File: src/source_cooldown_table_macros.svh
// ----------------------------------------------------------------------------
// Assertion macros for the source cooldown table
// The macros use clk, and SCT_ASSERT also rst_n, from the including module's scope.
// ----------------------------------------------------------------------------
`ifndef SOURCE_COOLDOWN_TABLE_MACROS_SVH
`define SOURCE_COOLDOWN_TABLE_MACROS_SVH

`ifndef ASSERT_OFF
// Checked only while out of reset
`define SCT_ASSERT(lbl, prop, msg) \
    lbl: assert property (@(posedge clk) disable iff (!rst_n) prop) else $error(msg);
// Checked at every edge, reset included
`define SCT_ASSERT_ALWAYS(lbl, prop, msg) \
    lbl: assert property (@(posedge clk) prop) else $error(msg);
`else
`define SCT_ASSERT(lbl, prop, msg)
`define SCT_ASSERT_ALWAYS(lbl, prop, msg)
`endif

`endif

File: src/sct_pkg.sv
// ----------------------------------------------------------------------------
// sct_pkg
// Shared constants, codes and result type of the source cooldown table.
// ----------------------------------------------------------------------------
package sct_pkg;

    // table geometry
    localparam int TABLE_DEPTH = 16;
    localparam int IDX_W       = $clog2(TABLE_DEPTH);
    localparam int CNT_W       = $clog2(TABLE_DEPTH + 1);
    localparam int MAX_RESULTS = 16;
    localparam int RES_CNT_W   = $clog2(MAX_RESULTS + 1);

    // field widths
    localparam int FUNC_W  = 2;
    localparam int SRC_W   = 32;
    localparam int TIME_W  = 48;
    localparam int REM_W   = 26;
    localparam int CD_W    = 16;
    localparam int CDMS_W  = 26;
    localparam int ENTRY_W = SRC_W + TIME_W;

    // constants
    localparam logic [TIME_W-1:0] TIME_MAX       = {TIME_W{1'b1}};
    localparam logic [TIME_W-1:0] REMAIN_MAX     = TIME_W'(65535000);
    localparam logic [CDMS_W-1:0] MS_PER_S       = CDMS_W'(1000);
    localparam logic [CD_W-1:0]   COOLDOWN_RESET = CD_W'(300);

    // request codes
    localparam logic [FUNC_W-1:0] FUNC_RECORD = 2'd0;
    localparam logic [FUNC_W-1:0] FUNC_CHECK  = 2'd1;
    localparam logic [FUNC_W-1:0] FUNC_LIST   = 2'd2;
    localparam logic [FUNC_W-1:0] FUNC_NONE   = 2'd3;

    // one response
    typedef struct packed {
        logic              act;
        logic [REM_W-1:0]  rem;
        logic              ev;
        logic [SRC_W-1:0]  es;
        logic [TIME_W-1:0] ee;
        logic              full;
        logic              last;
    } sct_result_t;

endpackage

File: src/sct_if.sv
// ----------------------------------------------------------------------------
// Channel interfaces
// Request, response and configuration channels with valid/ready handshake.
// ----------------------------------------------------------------------------
interface sct_req_if;
    import sct_pkg::*;
    logic              valid;
    logic              ready;
    logic [FUNC_W-1:0] func;
    logic [SRC_W-1:0]  src_id;
    logic [TIME_W-1:0] now_ms;

    modport source (output valid, func, src_id, now_ms, input ready);
    modport sink   (input valid, func, src_id, now_ms, output ready);
endinterface

interface sct_rsp_if;
    import sct_pkg::*;
    logic              valid;
    logic              ready;
    logic              cooldown_active;
    logic [REM_W-1:0]  remaining_ms;
    logic              entry_valid;
    logic [SRC_W-1:0]  entry_source;
    logic [TIME_W-1:0] entry_expiry_ms;
    logic              table_full;
    logic              last;

    modport source (output valid, cooldown_active, remaining_ms, entry_valid, entry_source,
                    entry_expiry_ms, table_full, last, input ready);
    modport sink   (input valid, cooldown_active, remaining_ms, entry_valid, entry_source,
                    entry_expiry_ms, table_full, last, output ready);
endinterface

interface sct_cfg_if;
    import sct_pkg::*;
    logic            valid;
    logic            ready;
    logic [CD_W-1:0] cd_seconds;

    modport source (output valid, cd_seconds, input ready);
    modport sink   (input valid, cd_seconds, output ready);
endinterface

File: src/sct_ram.sv
// ----------------------------------------------------------------------------
// sct_ram
// Generic single-write, single-read RAM with registered read data.
// ----------------------------------------------------------------------------
module sct_ram #(
    parameter int WIDTH = 8,
    parameter int DEPTH = 16
) (
    input  logic                     clk,
    input  logic                     we,
    input  logic [$clog2(DEPTH)-1:0] waddr,
    input  logic [WIDTH-1:0]         wdata,
    input  logic                     re,
    input  logic [$clog2(DEPTH)-1:0] raddr,
    output logic [WIDTH-1:0]         rdata
);

    logic [WIDTH-1:0] mem [DEPTH];

    // write port
    always_ff @(posedge clk)
    begin
        if (we)
        begin
            mem[waddr] <= wdata;
        end
    end

    // registered read port, holds when idle
    always_ff @(posedge clk)
    begin
        if (re)
        begin
            rdata <= mem[raddr];
        end
    end

endmodule

File: src/sct_outreg.sv
// ----------------------------------------------------------------------------
// sct_outreg
// Response output register: decouples the engine from a stalling receiver.
// ----------------------------------------------------------------------------
module sct_outreg (
    input  logic                 clk,
    input  logic                 rst_n,
    input  logic                 push,
    input  sct_pkg::sct_result_t result,
    output logic                 out_free,
    sct_rsp_if.source            rsp
);
    import sct_pkg::*;

    logic        valid_reg;
    logic        valid_next;
    sct_result_t res_reg;

    // slot is free when empty or when the held response is taken this cycle
    assign out_free = !valid_reg || rsp.ready;

    always_comb
    begin
        valid_next = valid_reg;
        if (push)
        begin
            valid_next = 1'b1;
        end
        else if (rsp.ready)
        begin
            valid_next = 1'b0;
        end
    end

    always_ff @(posedge clk or negedge rst_n)
    begin
        if (!rst_n)
        begin
            valid_reg <= 1'b0;
        end
        else
        begin
            valid_reg <= valid_next;
        end
    end

    // payload, no reset
    always_ff @(posedge clk)
    begin
        if (push)
        begin
            res_reg <= result;
        end
    end

    assign rsp.valid           = valid_reg;
    assign rsp.cooldown_active = res_reg.act;
    assign rsp.remaining_ms    = res_reg.rem;
    assign rsp.entry_valid     = res_reg.ev;
    assign rsp.entry_source    = res_reg.es;
    assign rsp.entry_expiry_ms = res_reg.ee;
    assign rsp.table_full      = res_reg.full;
    assign rsp.last            = res_reg.last;

endmodule

File: src/sct_engine.sv
// ----------------------------------------------------------------------------
// sct_engine
// Request sequencer: scans the slot RAM, evaluates each slot, writes back on a record.
// ----------------------------------------------------------------------------
`include "source_cooldown_table_macros.svh"

module sct_engine (
    input  logic                        clk,
    input  logic                        rst_n,
    sct_req_if.sink                     req,
    input  logic [sct_pkg::CDMS_W-1:0]  cd_ms,
    input  logic                        out_free,
    output logic                        push,
    output sct_pkg::sct_result_t        result
);
    import sct_pkg::*;

    localparam logic [1:0] ST_IDLE = 2'd0;
    localparam logic [1:0] ST_SCAN = 2'd1;
    localparam logic [1:0] ST_DONE = 2'd2;

    // control state
    logic [1:0]             state_reg, state_next;
    logic [CNT_W-1:0]       rd_cnt_reg, rd_cnt_next;
    logic                   dv_reg, dv_next;
    logic [IDX_W-1:0]       ev_idx_reg, ev_idx_next;
    logic                   hit_reg, hit_next;
    logic                   free_reg, free_next;
    logic                   pend_reg, pend_next;
    logic [RES_CNT_W-1:0]   lcnt_reg, lcnt_next;
    logic [TABLE_DEPTH-1:0] slot_valid_reg, slot_valid_next;

    // payload state
    logic [FUNC_W-1:0]      func_reg, func_next;
    logic [SRC_W-1:0]       src_reg, src_next;
    logic [TIME_W-1:0]      now_reg, now_next;
    logic [CDMS_W-1:0]      cdms_reg, cdms_next;
    logic [IDX_W-1:0]       hit_idx_reg, hit_idx_next;
    logic [TIME_W-1:0]      hit_exp_reg, hit_exp_next;
    logic [IDX_W-1:0]       free_idx_reg, free_idx_next;
    logic [SRC_W-1:0]       pend_src_reg, pend_src_next;
    logic [TIME_W-1:0]      pend_exp_reg, pend_exp_next;

    // RAM ports
    logic                   ram_re;
    logic                   ram_we;
    logic [IDX_W-1:0]       wr_idx;
    logic [ENTRY_W-1:0]     wr_data;
    logic [ENTRY_W-1:0]     rd_data;

    // slot evaluation
    logic [SRC_W-1:0]       cur_src;
    logic [TIME_W-1:0]      cur_exp;
    logic                   cur_vld;
    logic                   cur_match;
    logic                   cur_live;
    logic                   cur_free;
    logic                   list_take;
    logic                   stall;
    logic                   scan_more;

    // done-phase arithmetic
    logic [TIME_W:0]        exp_sum;
    logic [TIME_W-1:0]      exp_new;
    logic [TIME_W-1:0]      rem_diff;
    logic                   chk_active;

    // phase flags for the checks below
    logic                   in_list_scan;
    logic                   in_record_done;

    sct_ram #(
        .WIDTH (ENTRY_W),
        .DEPTH (TABLE_DEPTH)
    ) u_ram (
        .clk   (clk),
        .we    (ram_we),
        .waddr (wr_idx),
        .wdata (wr_data),
        .re    (ram_re),
        .raddr (rd_cnt_reg[IDX_W-1:0]),
        .rdata (rd_data)
    );

    assign req.ready = (state_reg == ST_IDLE);

    // current slot, from the registered read data of the slot RAM
    assign cur_src   = rd_data[ENTRY_W-1:TIME_W];
    assign cur_exp   = rd_data[TIME_W-1:0];
    assign cur_vld   = dv_reg && slot_valid_reg[ev_idx_reg];
    assign cur_match = cur_vld && (cur_src == src_reg);
    assign cur_live  = cur_vld && (cur_exp > now_reg);
    assign cur_free  = dv_reg && !cur_live;
    assign list_take = (func_reg == FUNC_LIST) && cur_live
                       && (lcnt_reg < RES_CNT_W'(MAX_RESULTS));
    assign stall     = list_take && pend_reg && !out_free;
    assign scan_more = (rd_cnt_reg < CNT_W'(TABLE_DEPTH));

    // new expiry, saturated
    assign exp_sum = {1'b0, now_reg} + (TIME_W + 1)'(cdms_reg);
    assign exp_new = exp_sum[TIME_W] ? TIME_MAX : exp_sum[TIME_W-1:0];

    // check result
    assign chk_active = hit_reg && (hit_exp_reg > now_reg);
    assign rem_diff   = hit_exp_reg - now_reg;

    assign wr_idx  = hit_reg ? hit_idx_reg : free_idx_reg;
    assign wr_data = {src_reg, exp_new};

    // sequencer
    always_comb
    begin
        state_next      = state_reg;
        rd_cnt_next     = rd_cnt_reg;
        dv_next         = dv_reg;
        ev_idx_next     = ev_idx_reg;
        hit_next        = hit_reg;
        free_next       = free_reg;
        pend_next       = pend_reg;
        lcnt_next       = lcnt_reg;
        slot_valid_next = slot_valid_reg;
        func_next       = func_reg;
        src_next        = src_reg;
        now_next        = now_reg;
        cdms_next       = cdms_reg;
        hit_idx_next    = hit_idx_reg;
        hit_exp_next    = hit_exp_reg;
        free_idx_next   = free_idx_reg;
        pend_src_next   = pend_src_reg;
        pend_exp_next   = pend_exp_reg;
        ram_re          = 1'b0;
        ram_we          = 1'b0;
        push            = 1'b0;
        result          = '0;

        unique case (state_reg)
            ST_IDLE:
            begin
                if (req.valid)
                begin
                    func_next   = req.func;
                    src_next    = req.src_id;
                    now_next    = req.now_ms;
                    cdms_next   = cd_ms;
                    rd_cnt_next = '0;
                    dv_next     = 1'b0;
                    hit_next    = 1'b0;
                    free_next   = 1'b0;
                    pend_next   = 1'b0;
                    lcnt_next   = '0;
                    // unused code: dropped without a response
                    if (req.func != FUNC_NONE)
                    begin
                        state_next = ST_SCAN;
                    end
                end
            end

            ST_SCAN:
            begin
                if (!stall)
                begin
                    // evaluate the slot held in the registered read data
                    if (cur_match && !hit_reg)
                    begin
                        hit_next     = 1'b1;
                        hit_idx_next = ev_idx_reg;
                        hit_exp_next = cur_exp;
                    end
                    if (cur_free && !free_reg)
                    begin
                        free_next     = 1'b1;
                        free_idx_next = ev_idx_reg;
                    end
                    if (list_take)
                    begin
                        // flush the held entry, it is not the final one
                        if (pend_reg)
                        begin
                            push      = 1'b1;
                            result.ev = 1'b1;
                            result.es = pend_src_reg;
                            result.ee = pend_exp_reg;
                        end
                        pend_next     = 1'b1;
                        pend_src_next = cur_src;
                        pend_exp_next = cur_exp;
                        lcnt_next     = lcnt_reg + RES_CNT_W'(1);
                    end
                    // issue the next read
                    ram_re      = scan_more;
                    dv_next     = scan_more;
                    ev_idx_next = rd_cnt_reg[IDX_W-1:0];
                    if (scan_more)
                    begin
                        rd_cnt_next = rd_cnt_reg + CNT_W'(1);
                    end
                    else
                    begin
                        state_next = ST_DONE;
                    end
                end
            end

            ST_DONE:
            begin
                if (out_free)
                begin
                    push        = 1'b1;
                    result.last = 1'b1;
                    state_next  = ST_IDLE;
                    priority if (func_reg == FUNC_RECORD)
                    begin
                        if (hit_reg || free_reg)
                        begin
                            ram_we                  = 1'b1;
                            slot_valid_next[wr_idx] = 1'b1;
                        end
                        else
                        begin
                            result.full = 1'b1;
                        end
                    end
                    else if (func_reg == FUNC_CHECK)
                    begin
                        result.act = chk_active;
                        if (chk_active)
                        begin
                            result.rem = (rem_diff > REMAIN_MAX) ? REM_W'(REMAIN_MAX)
                                                                 : rem_diff[REM_W-1:0];
                        end
                    end
                    else
                    begin
                        // list: final held entry, or the empty marker
                        result.ev = pend_reg;
                        result.es = pend_reg ? pend_src_reg : '0;
                        result.ee = pend_reg ? pend_exp_reg : '0;
                    end
                end
            end

            default:
            begin
                state_next = ST_IDLE;
            end
        endcase
    end

    // control registers
    always_ff @(posedge clk or negedge rst_n)
    begin
        if (!rst_n)
        begin
            state_reg      <= ST_IDLE;
            rd_cnt_reg     <= '0;
            dv_reg         <= 1'b0;
            ev_idx_reg     <= '0;
            hit_reg        <= 1'b0;
            free_reg       <= 1'b0;
            pend_reg       <= 1'b0;
            lcnt_reg       <= '0;
            slot_valid_reg <= '0;
        end
        else
        begin
            state_reg      <= state_next;
            rd_cnt_reg     <= rd_cnt_next;
            dv_reg         <= dv_next;
            ev_idx_reg     <= ev_idx_next;
            hit_reg        <= hit_next;
            free_reg       <= free_next;
            pend_reg       <= pend_next;
            lcnt_reg       <= lcnt_next;
            slot_valid_reg <= slot_valid_next;
        end
    end

    // payload registers
    always_ff @(posedge clk)
    begin
        func_reg     <= func_next;
        src_reg      <= src_next;
        now_reg      <= now_next;
        cdms_reg     <= cdms_next;
        hit_idx_reg  <= hit_idx_next;
        hit_exp_reg  <= hit_exp_next;
        free_idx_reg <= free_idx_next;
        pend_src_reg <= pend_src_next;
        pend_exp_reg <= pend_exp_next;
    end

    // assertions
    assign in_list_scan   = (state_reg == ST_SCAN) && (func_reg == FUNC_LIST);
    assign in_record_done = (state_reg == ST_DONE) && (func_reg == FUNC_RECORD);

    `SCT_ASSERT(a_push_room, push |-> out_free, "response pushed into a full output register")
    `SCT_ASSERT(a_mid_list, (push && !result.last) |-> in_list_scan, "stray non-final response")
    `SCT_ASSERT(a_we_record, ram_we |-> in_record_done, "slot written outside a record")
    `SCT_ASSERT(a_we_valid, ram_we |=> slot_valid_reg[$past(wr_idx)], "written slot not valid")
    `SCT_ASSERT_ALWAYS(a_no_rw, !(ram_we && ram_re), "slot RAM read and written in one cycle")

endmodule

File: src/source_cooldown_table.sv
// ----------------------------------------------------------------------------
// source_cooldown_table
// Table of source IDs with cooldown expiry times: record, check and list.
// ----------------------------------------------------------------------------
// Usage:
//   req  : one request per handshake (func, src_id, now_ms). func 0 records
//          a source, 1 checks it, 2 lists active entries, 3 is dropped.
//   rsp  : record and check give one response; list gives one response per
//          active slot in slot order, or one empty response, last on the final.
//   cfg  : cooldown length write in seconds, always ready; write only while idle.
// Flow: a request scans all TABLE_DEPTH slots of the slot RAM, one read per
//   cycle while the scan is not stalled, then gives its final response. One
//   request is worked on at a time; the next is taken as soon as the final
//   response sits in the output register.
// Reset: valid flags clear at once and cooldown returns to 300 s; no clearing
//   pass, requests are taken right after reset.
// Stall: a held response waits in the output register; a list scan pauses
//   while an earlier entry cannot be handed over.
// ----------------------------------------------------------------------------
module source_cooldown_table (
    input  logic       clk,
    input  logic       rst_n,
    sct_cfg_if.sink    cfg,
    sct_req_if.sink    req,
    sct_rsp_if.source  rsp
);
    import sct_pkg::*;

    logic [CD_W-1:0]   cooldown_reg;
    logic [CD_W-1:0]   cooldown_next;
    logic [CDMS_W-1:0] cd_ms;
    logic              push;
    logic              out_free;
    sct_result_t       result;

    // configuration register
    assign cfg.ready = 1'b1;

    always_comb
    begin
        cooldown_next = cooldown_reg;
        if (cfg.valid)
        begin
            cooldown_next = cfg.cd_seconds;
        end
    end

    always_ff @(posedge clk or negedge rst_n)
    begin
        if (!rst_n)
        begin
            cooldown_reg <= COOLDOWN_RESET;
        end
        else
        begin
            cooldown_reg <= cooldown_next;
        end
    end

    // cooldown in milliseconds, registered by the engine at acceptance
    assign cd_ms = CDMS_W'(cooldown_reg) * MS_PER_S;

    sct_engine u_engine (
        .clk      (clk),
        .rst_n    (rst_n),
        .req      (req),
        .cd_ms    (cd_ms),
        .out_free (out_free),
        .push     (push),
        .result   (result)
    );

    sct_outreg u_outreg (
        .clk      (clk),
        .rst_n    (rst_n),
        .push     (push),
        .result   (result),
        .out_free (out_free),
        .rsp      (rsp)
    );

endmodule
File: src/flat_wrapper.sv
// flat-port wrapper written by rule: the top's interface ports become plain ports
module source_cooldown_table_flat import sct_pkg::*;
  (clk, rst_n, cfg_valid, cfg_cd_seconds, cfg_ready, req_valid, req_func, req_src_id, req_now_ms, req_ready, rsp_valid, rsp_cooldown_active, rsp_remaining_ms, rsp_entry_valid, rsp_entry_source, rsp_entry_expiry_ms, rsp_table_full, rsp_last, rsp_ready);
  sct_cfg_if cfg_i ();
  sct_req_if req_i ();
  sct_rsp_if rsp_i ();
  input  logic clk;
  input  logic rst_n;
  input wire logic [$bits(cfg_i.valid)-1:0] cfg_valid;
  input wire logic [$bits(cfg_i.cd_seconds)-1:0] cfg_cd_seconds;
  output wire logic [$bits(cfg_i.ready)-1:0] cfg_ready;
  input wire logic [$bits(req_i.valid)-1:0] req_valid;
  input wire logic [$bits(req_i.func)-1:0] req_func;
  input wire logic [$bits(req_i.src_id)-1:0] req_src_id;
  input wire logic [$bits(req_i.now_ms)-1:0] req_now_ms;
  output wire logic [$bits(req_i.ready)-1:0] req_ready;
  output wire logic [$bits(rsp_i.valid)-1:0] rsp_valid;
  output wire logic [$bits(rsp_i.cooldown_active)-1:0] rsp_cooldown_active;
  output wire logic [$bits(rsp_i.remaining_ms)-1:0] rsp_remaining_ms;
  output wire logic [$bits(rsp_i.entry_valid)-1:0] rsp_entry_valid;
  output wire logic [$bits(rsp_i.entry_source)-1:0] rsp_entry_source;
  output wire logic [$bits(rsp_i.entry_expiry_ms)-1:0] rsp_entry_expiry_ms;
  output wire logic [$bits(rsp_i.table_full)-1:0] rsp_table_full;
  output wire logic [$bits(rsp_i.last)-1:0] rsp_last;
  input wire logic [$bits(rsp_i.ready)-1:0] rsp_ready;
  assign cfg_i.valid = cfg_valid;
  assign cfg_i.cd_seconds = cfg_cd_seconds;
  assign cfg_ready = cfg_i.ready;
  assign req_i.valid = req_valid;
  assign req_i.func = req_func;
  assign req_i.src_id = req_src_id;
  assign req_i.now_ms = req_now_ms;
  assign req_ready = req_i.ready;
  assign rsp_valid = rsp_i.valid;
  assign rsp_cooldown_active = rsp_i.cooldown_active;
  assign rsp_remaining_ms = rsp_i.remaining_ms;
  assign rsp_entry_valid = rsp_i.entry_valid;
  assign rsp_entry_source = rsp_i.entry_source;
  assign rsp_entry_expiry_ms = rsp_i.entry_expiry_ms;
  assign rsp_table_full = rsp_i.table_full;
  assign rsp_last = rsp_i.last;
  assign rsp_i.ready = rsp_ready;
  source_cooldown_table u_core (.clk(clk), .rst_n(rst_n), .cfg(cfg_i), .req(req_i), .rsp(rsp_i));
endmodule
File: config.mk
export PLATFORM = sky130hd
export DESIGN_NAME = source_cooldown_table_flat
export DESIGN_NICKNAME = d
export VERILOG_FILES = /design/src/sct_pkg.sv /design/src/sct_if.sv /design/src/sct_ram.sv /design/src/sct_outreg.sv /design/src/sct_engine.sv /design/src/source_cooldown_table.sv /design/src/flat_wrapper.sv
export VERILOG_INCLUDE_DIRS = /design/src /design/src/src
export SDC_FILE = /design/constraint.sdc
export NUM_CORES = 2
export LEC_CHECK = 0
export BUFFER_PORTS_ARGS = -buffer_cell sky130_fd_sc_hd__buf_4
export CAP_MARGIN = 20
export CELL_PAD_IN_SITES_DETAIL_PLACEMENT = 2
export CELL_PAD_IN_SITES_GLOBAL_PLACEMENT = 2
export CORE_MARGIN = 2
export CORE_UTILIZATION = 49
export CTS_BUF_LIST = sky130_fd_sc_hd__clkbuf_8
export CTS_CLUSTER_SIZE = 10
export DETAILED_ROUTE_END_ITERATION = 16
export GPL_TIMING_DRIVEN = 1
export PLACE_DENSITY = 0.91
export SYNTH_ARGS = -nofsm -noshare
export SYNTH_HDL_FRONTEND = slang
export SYNTH_SLANG_ARGS = --single-unit
File: constraint.sdc
create_clock -name clk -period 10.7 [get_ports clk]
set_input_delay 2.14 -clock clk [delete_from_list [all_inputs] [get_ports clk]]
set_output_delay 2.14 -clock clk [all_outputs]
set_load 0.05 [all_outputs]
**Yosys cells after proc, flatten, opt, wreduce, memory -nomap -nowiden**

Memories as Yosys holds them, arrays and structs flattened. A register that Yosys moved wholly into a read port is not among the register bits.
Index checks and enable logic that the tools add are counted.

- Bits in registers: 404
- RAM bits: 1280
- Input bits: 103
- Output and inout bits: 113
- Logic and storage cells: 160
- Memories: 1

- Add/sub/neg operators: 4
- Multiply operators: 1
- Magnitude comparators: 8
- Eq/ne operators: 15
- Mux-type cells: 58
- Bitwise logic cells: 6
- Reductions and logical operators: 39

Memory list:

| memory | words | bits a word | rd ports | clocked after memory_dff | write ports | RTL line | source |
|---|---|---|---|---|---|---|---|
| u_core.u_engine.u_ram.mem | 16 | 80 | 1 | 1 | 1 | sct_ram.sv:18 | `logic [WIDTH-1:0] mem [DEPTH];` |

Operator list:

| cell | number |
|---|---|
| 2-to-1 mux 81 bit | 5 |
| case mux 81 bit (2 select lines) | 1 |
| > comparator 48 bit | 2 |
| 2-to-1 mux 48 bit | 2 |
| 2-to-1 mux 83 bit | 1 |
| adder 48 x 26 -> 49 bit | 1 |
| > comparator 48 x 26 -> 1 bit (second input constant) | 1 |
| subtractor 48 bit | 1 |
| equality test 32 bit | 1 |
| 2-to-1 mux 32 bit | 1 |
| 2-to-1 mux 1 bit | 26 |
| 2-to-1 mux 26 bit | 1 |
| 2-to-1 mux 5 bit | 5 |
| multiplier 16 x 7 -> 23 bit (second input constant) | 1 |
| case mux 5 bit (2 select lines) | 2 |
| AND reduction 4 bit | 5 |
| inequality test 2 bit (second input constant) | 9 |
| bitwise OR 16 bit | 1 |
| AND reduction 3 bit | 5 |
| logical AND 1 bit | 12 |
| adder 5 x 1 -> 5 bit (second input constant) | 2 |
| < comparator 4 x 5 -> 1 bit (second input constant) | 2 |
| < comparator 5 bit (second input constant) | 2 |
| 2-to-1 mux 2 bit | 5 |
| other kinds (19) | 37 |

**Longest topological paths before layout**

- Depth in word-level cells: 11
- Depth in mapped cells: 19
- Depth with buffers taken out: 19

**Hierarchy**

Synthesis repeated with hierarchy kept, for this count alone.

- Cells, all modules: 4033
- Area, all modules: 73555.5 um2

Modules (own cells, without submodules):

| module | times used | cells an instance | area an instance (um2) |
|---|---|---|---|
| sct_ram | 1 | 2054 | 50236.9 |
| sct_engine | 1 | 1534 | 16697.3 |
| sct_outreg | 1 | 113 | 3350.7 |
| source_cooldown_table | 1 | 332 | 3270.6 |

**Least setup slack after synthesis**

Ideal clock, no wire load.

- Kind: register to register
- Start: register u_core.u_engine.u_ram.rdata[9] (read register of u_core.u_engine.u_ram.mem)
- End: register u_core.u_outreg.res_reg, in the netlist u_core.u_outreg.rsp.cooldown_active (enable)
- Data arrival time: 6.837 ns
- Setup slack: 3.283 ns
- Stages on the path, launching flop included: 14
- Buffers on the path: 0
- Period minus slack after synthesis: 7.417 ns
- Cells stage by stage: edfxtp_1 -> ha_1 -> a21o_1 -> a21o_1 -> a21o_1 -> a21o_1 -> a21o_1 -> a21o_1 -> a21oi_1 -> or2_2 -> a31oi_1 -> a41o_1 -> nand2_1 -> nor2_1

- Word-level cells in the longest chain between the ends: 8

Ends and longest elaborated chain:

| what | RTL line | source |
|---|---|---|
| start: declaration | sct_ram.sv:15 | `output logic [WIDTH-1:0] rdata` |
| > comparator 48 bit (*) | sct_engine.sv:92 | `assign cur_live = cur_vld && (cur_exp > now_reg);` |
| logical AND 1 bit (*) | sct_engine.sv:92 |  |
| logical AND 1 bit (*) | sct_engine.sv:94 | `assign list_take = (func_reg == FUNC_LIST) && cur_live` |
| logical AND 1 bit (*) | sct_engine.sv:95 | `&& (lcnt_reg < RES_CNT_W'(MAX_RESULTS));` |
| logical AND 1 bit (2 in series) | sct_engine.sv:96 | `assign stall = list_take && pend_reg && !out_free;` |
| 2-to-1 mux 1 bit (*) | sct_engine.sv:161 | `if (!stall)` |
| case mux 1 bit (2 select lines) (*) | sct_engine.sv:136 | `unique case (state_reg)` |
| named net u_core.push | source_cooldown_table.sv:32 | `logic push;` |
| end signal: assignment | sct_outreg.sv:52 | `res_reg <= result;` |
| end: declaration | sct_outreg.sv:17 | `sct_result_t res_reg;` |

Mark *: on every way through the listed nets, which the timed path passes. The rest lies on a longest branch.
A chain may end at the register's enable or synchronous reset.

**Worst setup path after layout**

- Start: register u_core.cooldown_reg[2]
- End: register u_core.u_engine.cdms_reg[24], data pin

- Word-level cells in the longest chain between the ends: 1

Ends and longest elaborated chain:

| what | RTL line | source |
|---|---|---|
| start: declaration | source_cooldown_table.sv:29 | `logic [CD_W-1:0] cooldown_reg;` |
| start signal: assignment | source_cooldown_table.sv:56 | `cooldown_reg <= cooldown_next;` |
| multiplier 16 x 7 -> 23 bit | source_cooldown_table.sv:61 | `assign cd_ms = CDMS_W'(cooldown_reg) * MS_PER_S;` |
| named net u_core.cd_ms[24] | source_cooldown_table.sv:31 | `logic [CDMS_W-1:0] cd_ms;` |
| end signal: assignment | sct_engine.sv:285 | `cdms_reg <= cdms_next;` |
| end: declaration | sct_engine.sv:37 | `logic [CDMS_W-1:0] cdms_reg, cdms_next;` |

The timed path passes the listed nets, and every way through them passes these cells.

==> results.toml <==
[floorplanning]
placement_rows = 142
fp.dieArea_sq_mm = 0.153
core-area_sq_mm = 0.149
die_width_um = 391
initial_core_util_pct = 49.2
dieHeight_um = 391
design.portCount = 216

[timing]
final-hold-violation-count = 0
setup-violations-final = 0
total_negative_setup_slacks_ns = 0
peak_freq_mhz = 150
fin_ws_ns = 4.02
worst-slew-pin-transition_ns = 1.31
worst_slew_margin_rel_pct = 12.4
period_needed_ns = 6.68
final-max-slew-violation-count = 0
period_share_pct = 62.4
unrepaired_setup_endpoints_after_global_routing = "false"
clock_skew_ns = 0.125

[cts]
cts_post_setup_buffers_inserted = 0
numClockSinks = 1764
cts-root-buf = "sky130_fd_sc_hd__clkbuf_8"
tritoncts = "yes"
worstSkewPairLatency_ns = 1.13
cts_max_path_buffers = 4
ctsHoldBuffers = 0
cts.repair.resized = 0
cts-buffers-inserted = 306
clk_pin_slew_worst_paths_ns = 0.07
clock_tree.htree_level_count = 5

[yosys]
synth.area.top_cells = "sky130_fd_sc_hd__edfxtp_1, sky130_fd_sc_hd__mux4_2, sky130_fd_sc_hd__mux2i_1"
dominantRegCellSynth = "sky130_fd_sc_hd__edfxtp_1"
synthMostInstantiatedCell = "sky130_fd_sc_hd__edfxtp_1"
synth_top_cell_area_share_pct = 69.8
post_synth_num_cell_types = 76
ys_ff_latch = 1764
yosys_warnings = 0
synthesis.nets = 4660
postSynth.asyncResetShare_pct = 3.00
sequential_area_share_after_synthesis_pct = 71.7
ys_top_cells_by_count = "sky130_fd_sc_hd__edfxtp_1, sky130_fd_sc_hd__mux2i_1, sky130_fd_sc_hd__o21ai_0"
synth-edff-count = 1711
mappedNetlistArea_sq_mm = 0.0736
synthesis.area_per_instance_sq_um = 17.0
synth_area_leader_cell = "sky130_fd_sc_hd__edfxtp_1"
postSynthCellCount = 4324

[layout]
biggest_registers_after_layout = "u_core.u_engine.u_ram.mem: 1280 flops, u_core.u_engine.u_ram.rdata: 80 flops"
finalNetCount = 5080
synthToLayoutAreaGrowth_pct = 13.6
final_cell_area_sq_mm = 0.0835
registers.top_by_ff_count = "u_core.u_engine.u_ram.mem"
drive_gt1_share_pct = 19.9
largest_register_ffs = 1280
finalCoreUtilization_pct = 55.9

[detailed_routing]
avgViaCountPerCell = 7.35
finalWirelength_um = 346000
dr.pass1.iters = 6
drtAntennaViolNets = 0
met1_routed_wirelength_after_detailed_routing_um = 116000
routed.top_layer = "met5"
initialDrtViolationCount = 8616
drc = 0
total_vias_in_the_final_route = 51300
detailroute.wirelength.met3_um = 37800
drt_wl_cell_um = 49.5
met2WireLength_um = 161000

[critical_path]
nature_of_the_critical_path_endpoint = "flip-flop"
crit_fanout = 7
critical_path_class = "flip-flop to flip-flop"
timing.critical_path.arrival_ns = 7.41
timing.critical_path.required_ns = 11.44
timing.critical_path.from_type = "flip-flop"

[placement]
dp.final_hpwl_um = 188000
port_buffers = 214
dpl-instance-area_sq_mm = 0.0777
pre_cts_slack_ns = 4.55
routabilityCongestion = 0.884

[global_routing]
wire_length_of_the_first_global_routing_pass_um = 442000
maximum_number_of_pins_on_one_net_before_global_route_repair = 126
antenna_found_initial = 37
track_usage_pct = 42.1
grt_overflow_total = 0
vias_in_the_first_global_route = 51500

[flow_run]
timing.max_cap.violations = 0

[power]
ir_drop_mv = 0.218
power_per_cell_area_mw_per_mm2 = 295
total_leakage_power_uw = 0.0292

[outcome]
status = "completed"

[min_path]
holdCritPathClass = "flip-flop to flip-flop"
-- final timing paths --
| check | startpoint | to | slack (ns) | cells after the start |
|---|---|---|---|---|
| setup / recovery | u_core.cooldown_reg[2]$_DFFE_PN1P_ | u_core.u_engine.cdms_reg[24]$_DFFE_PP_ | 4.02 | 18 |
| hold / removal | u_core.u_engine.u_ram.rdata[46]$_DFFE_PP_ | u_core.u_engine.pend_exp_reg[46]$_DFFE_PP_ | 0.50 | 0 |
| setup reg to reg | u_core.cooldown_reg[2]$_DFFE_PN1P_ | u_core.u_engine.cdms_reg[24]$_DFFE_PP_ | 4.02 | 18 |
| hold reg to reg | u_core.u_engine.u_ram.rdata[46]$_DFFE_PP_ | u_core.u_engine.pend_exp_reg[46]$_DFFE_PP_ | 0.50 | 0 |
| max in group asynchronous | rst_n | u_core.u_engine.rd_cnt_reg[2]$_DFFE_PN0P_ | 8.78 | 1 |
| min in group asynchronous | rst_n | u_core.cooldown_reg[6]$_DFFE_PN0P_ | 1.20 | 1 |
-- cells in the final DEF, fill, tap and decap left out, types with 81 or more instances in the layout --
cell type                  instances
sky130_fd_sc_hd__a221oi_1         84
sky130_fd_sc_hd__a21oi_1         203
sky130_fd_sc_hd__clkbuf_8        319
sky130_fd_sc_hd__inv_1           203
sky130_fd_sc_hd__ha_1            177
sky130_fd_sc_hd__mux2i_1         249
sky130_fd_sc_hd__o21ai_0         227
sky130_fd_sc_hd__a22oi_1          81
sky130_fd_sc_hd__and2_1           87
sky130_fd_sc_hd__nand2_1         207
sky130_fd_sc_hd__xnor2_1          86
sky130_fd_sc_hd__mux4_2          165
sky130_fd_sc_hd__buf_4           272
sky130_fd_sc_hd__mux2_2           98
sky130_fd_sc_hd__edfxtp_1       1711
-- metrics by stage --
step / hold slack, ns / cells / power, uW
2_1_floorplan: 0.434 / 4324 / 13900
3_3_place_gp: 0.449 / 6432 / 15900
3_5_place_dp: 0.456 / 6434 / 17200
4_1_cts: 0.494 / 6945 / 23800
5_1_grt: 0.510 / 6966 / 24900
6_report: 0.501 / 6977 / 24700
-- metal layers --
| metal | vias to the layer above | track usage, % |
|---|---|---|
| met5 | - | 0 |
| met2 | 5165 | 68.3 |
| met3 | 1649 | 9.28 |
| li1 | 17900 | - |
| met1 | 26500 | 51.5 |
| met4 | 38 | 26.2 |
-- kinds of logic (layout without fill, tap and decap cells) --
| group | Yosys count | in the layout | synth area share, % |
|---|---|---|---|
| flops | 1764 | 1764 | 71.7 |
| compound gates | 775 | 775 | 6.70 |
| simple gates | 617 | 617 | 4.16 |
| mux | 512 | 512 | 9.94 |
| buf+inv | 301 | 924 | 1.57 |
| fa+ha+maj | 233 | 233 | 4.53 |
| xor+xnor | 121 | 121 | 1.44 |
| other cells | 1 | 15 | 0.00510 |
-- power breakdown --
group | switching, uW | internal [uW] | total, uW
logic | 5950 | 2430 | 8380
clock network | 3470 | 2950 | 6420
registers | 793 | 9080 | 9870
-- cell type report --
cell class | count | area, sq um
diodes | 14 | 35.0
clock buffers | 319 | 4390
clock inverters | 192 | 977
fillers | 12700 | 65900
inverters | 120 | 455
multi-input cells | 2259 | 19900
flip-flops and latches | 1764 | 52700
well taps | 2016 | 2520
repair buffers | 293 | 2560
-- critical path, cell delays in order, from the launching register on --
cell,delay [ns]
sky130_fd_sc_hd__dfstp_2,0.65
sky130_fd_sc_hd__fa_1,0.49
sky130_fd_sc_hd__inv_1,0.11
sky130_fd_sc_hd__fa_1,0.47
sky130_fd_sc_hd__fa_1,0.59
sky130_fd_sc_hd__inv_1,0.07
sky130_fd_sc_hd__fa_1,0.48
sky130_fd_sc_hd__ha_1,0.41
sky130_fd_sc_hd__a21oi_1,0.36
sky130_fd_sc_hd__o21bai_1,0.15
sky130_fd_sc_hd__a21oi_1,0.38
sky130_fd_sc_hd__o21ai_0,0.34
sky130_fd_sc_hd__a211oi_1,0.39
sky130_fd_sc_hd__nor2_1,0.17
sky130_fd_sc_hd__nor4_1,0.46
sky130_fd_sc_hd__o31ai_1,0.18
sky130_fd_sc_hd__nor2_1,0.29
sky130_fd_sc_hd__a21oi_1,0.16
sky130_fd_sc_hd__xor2_1,0.19
(Power assumes the default switching activity.)
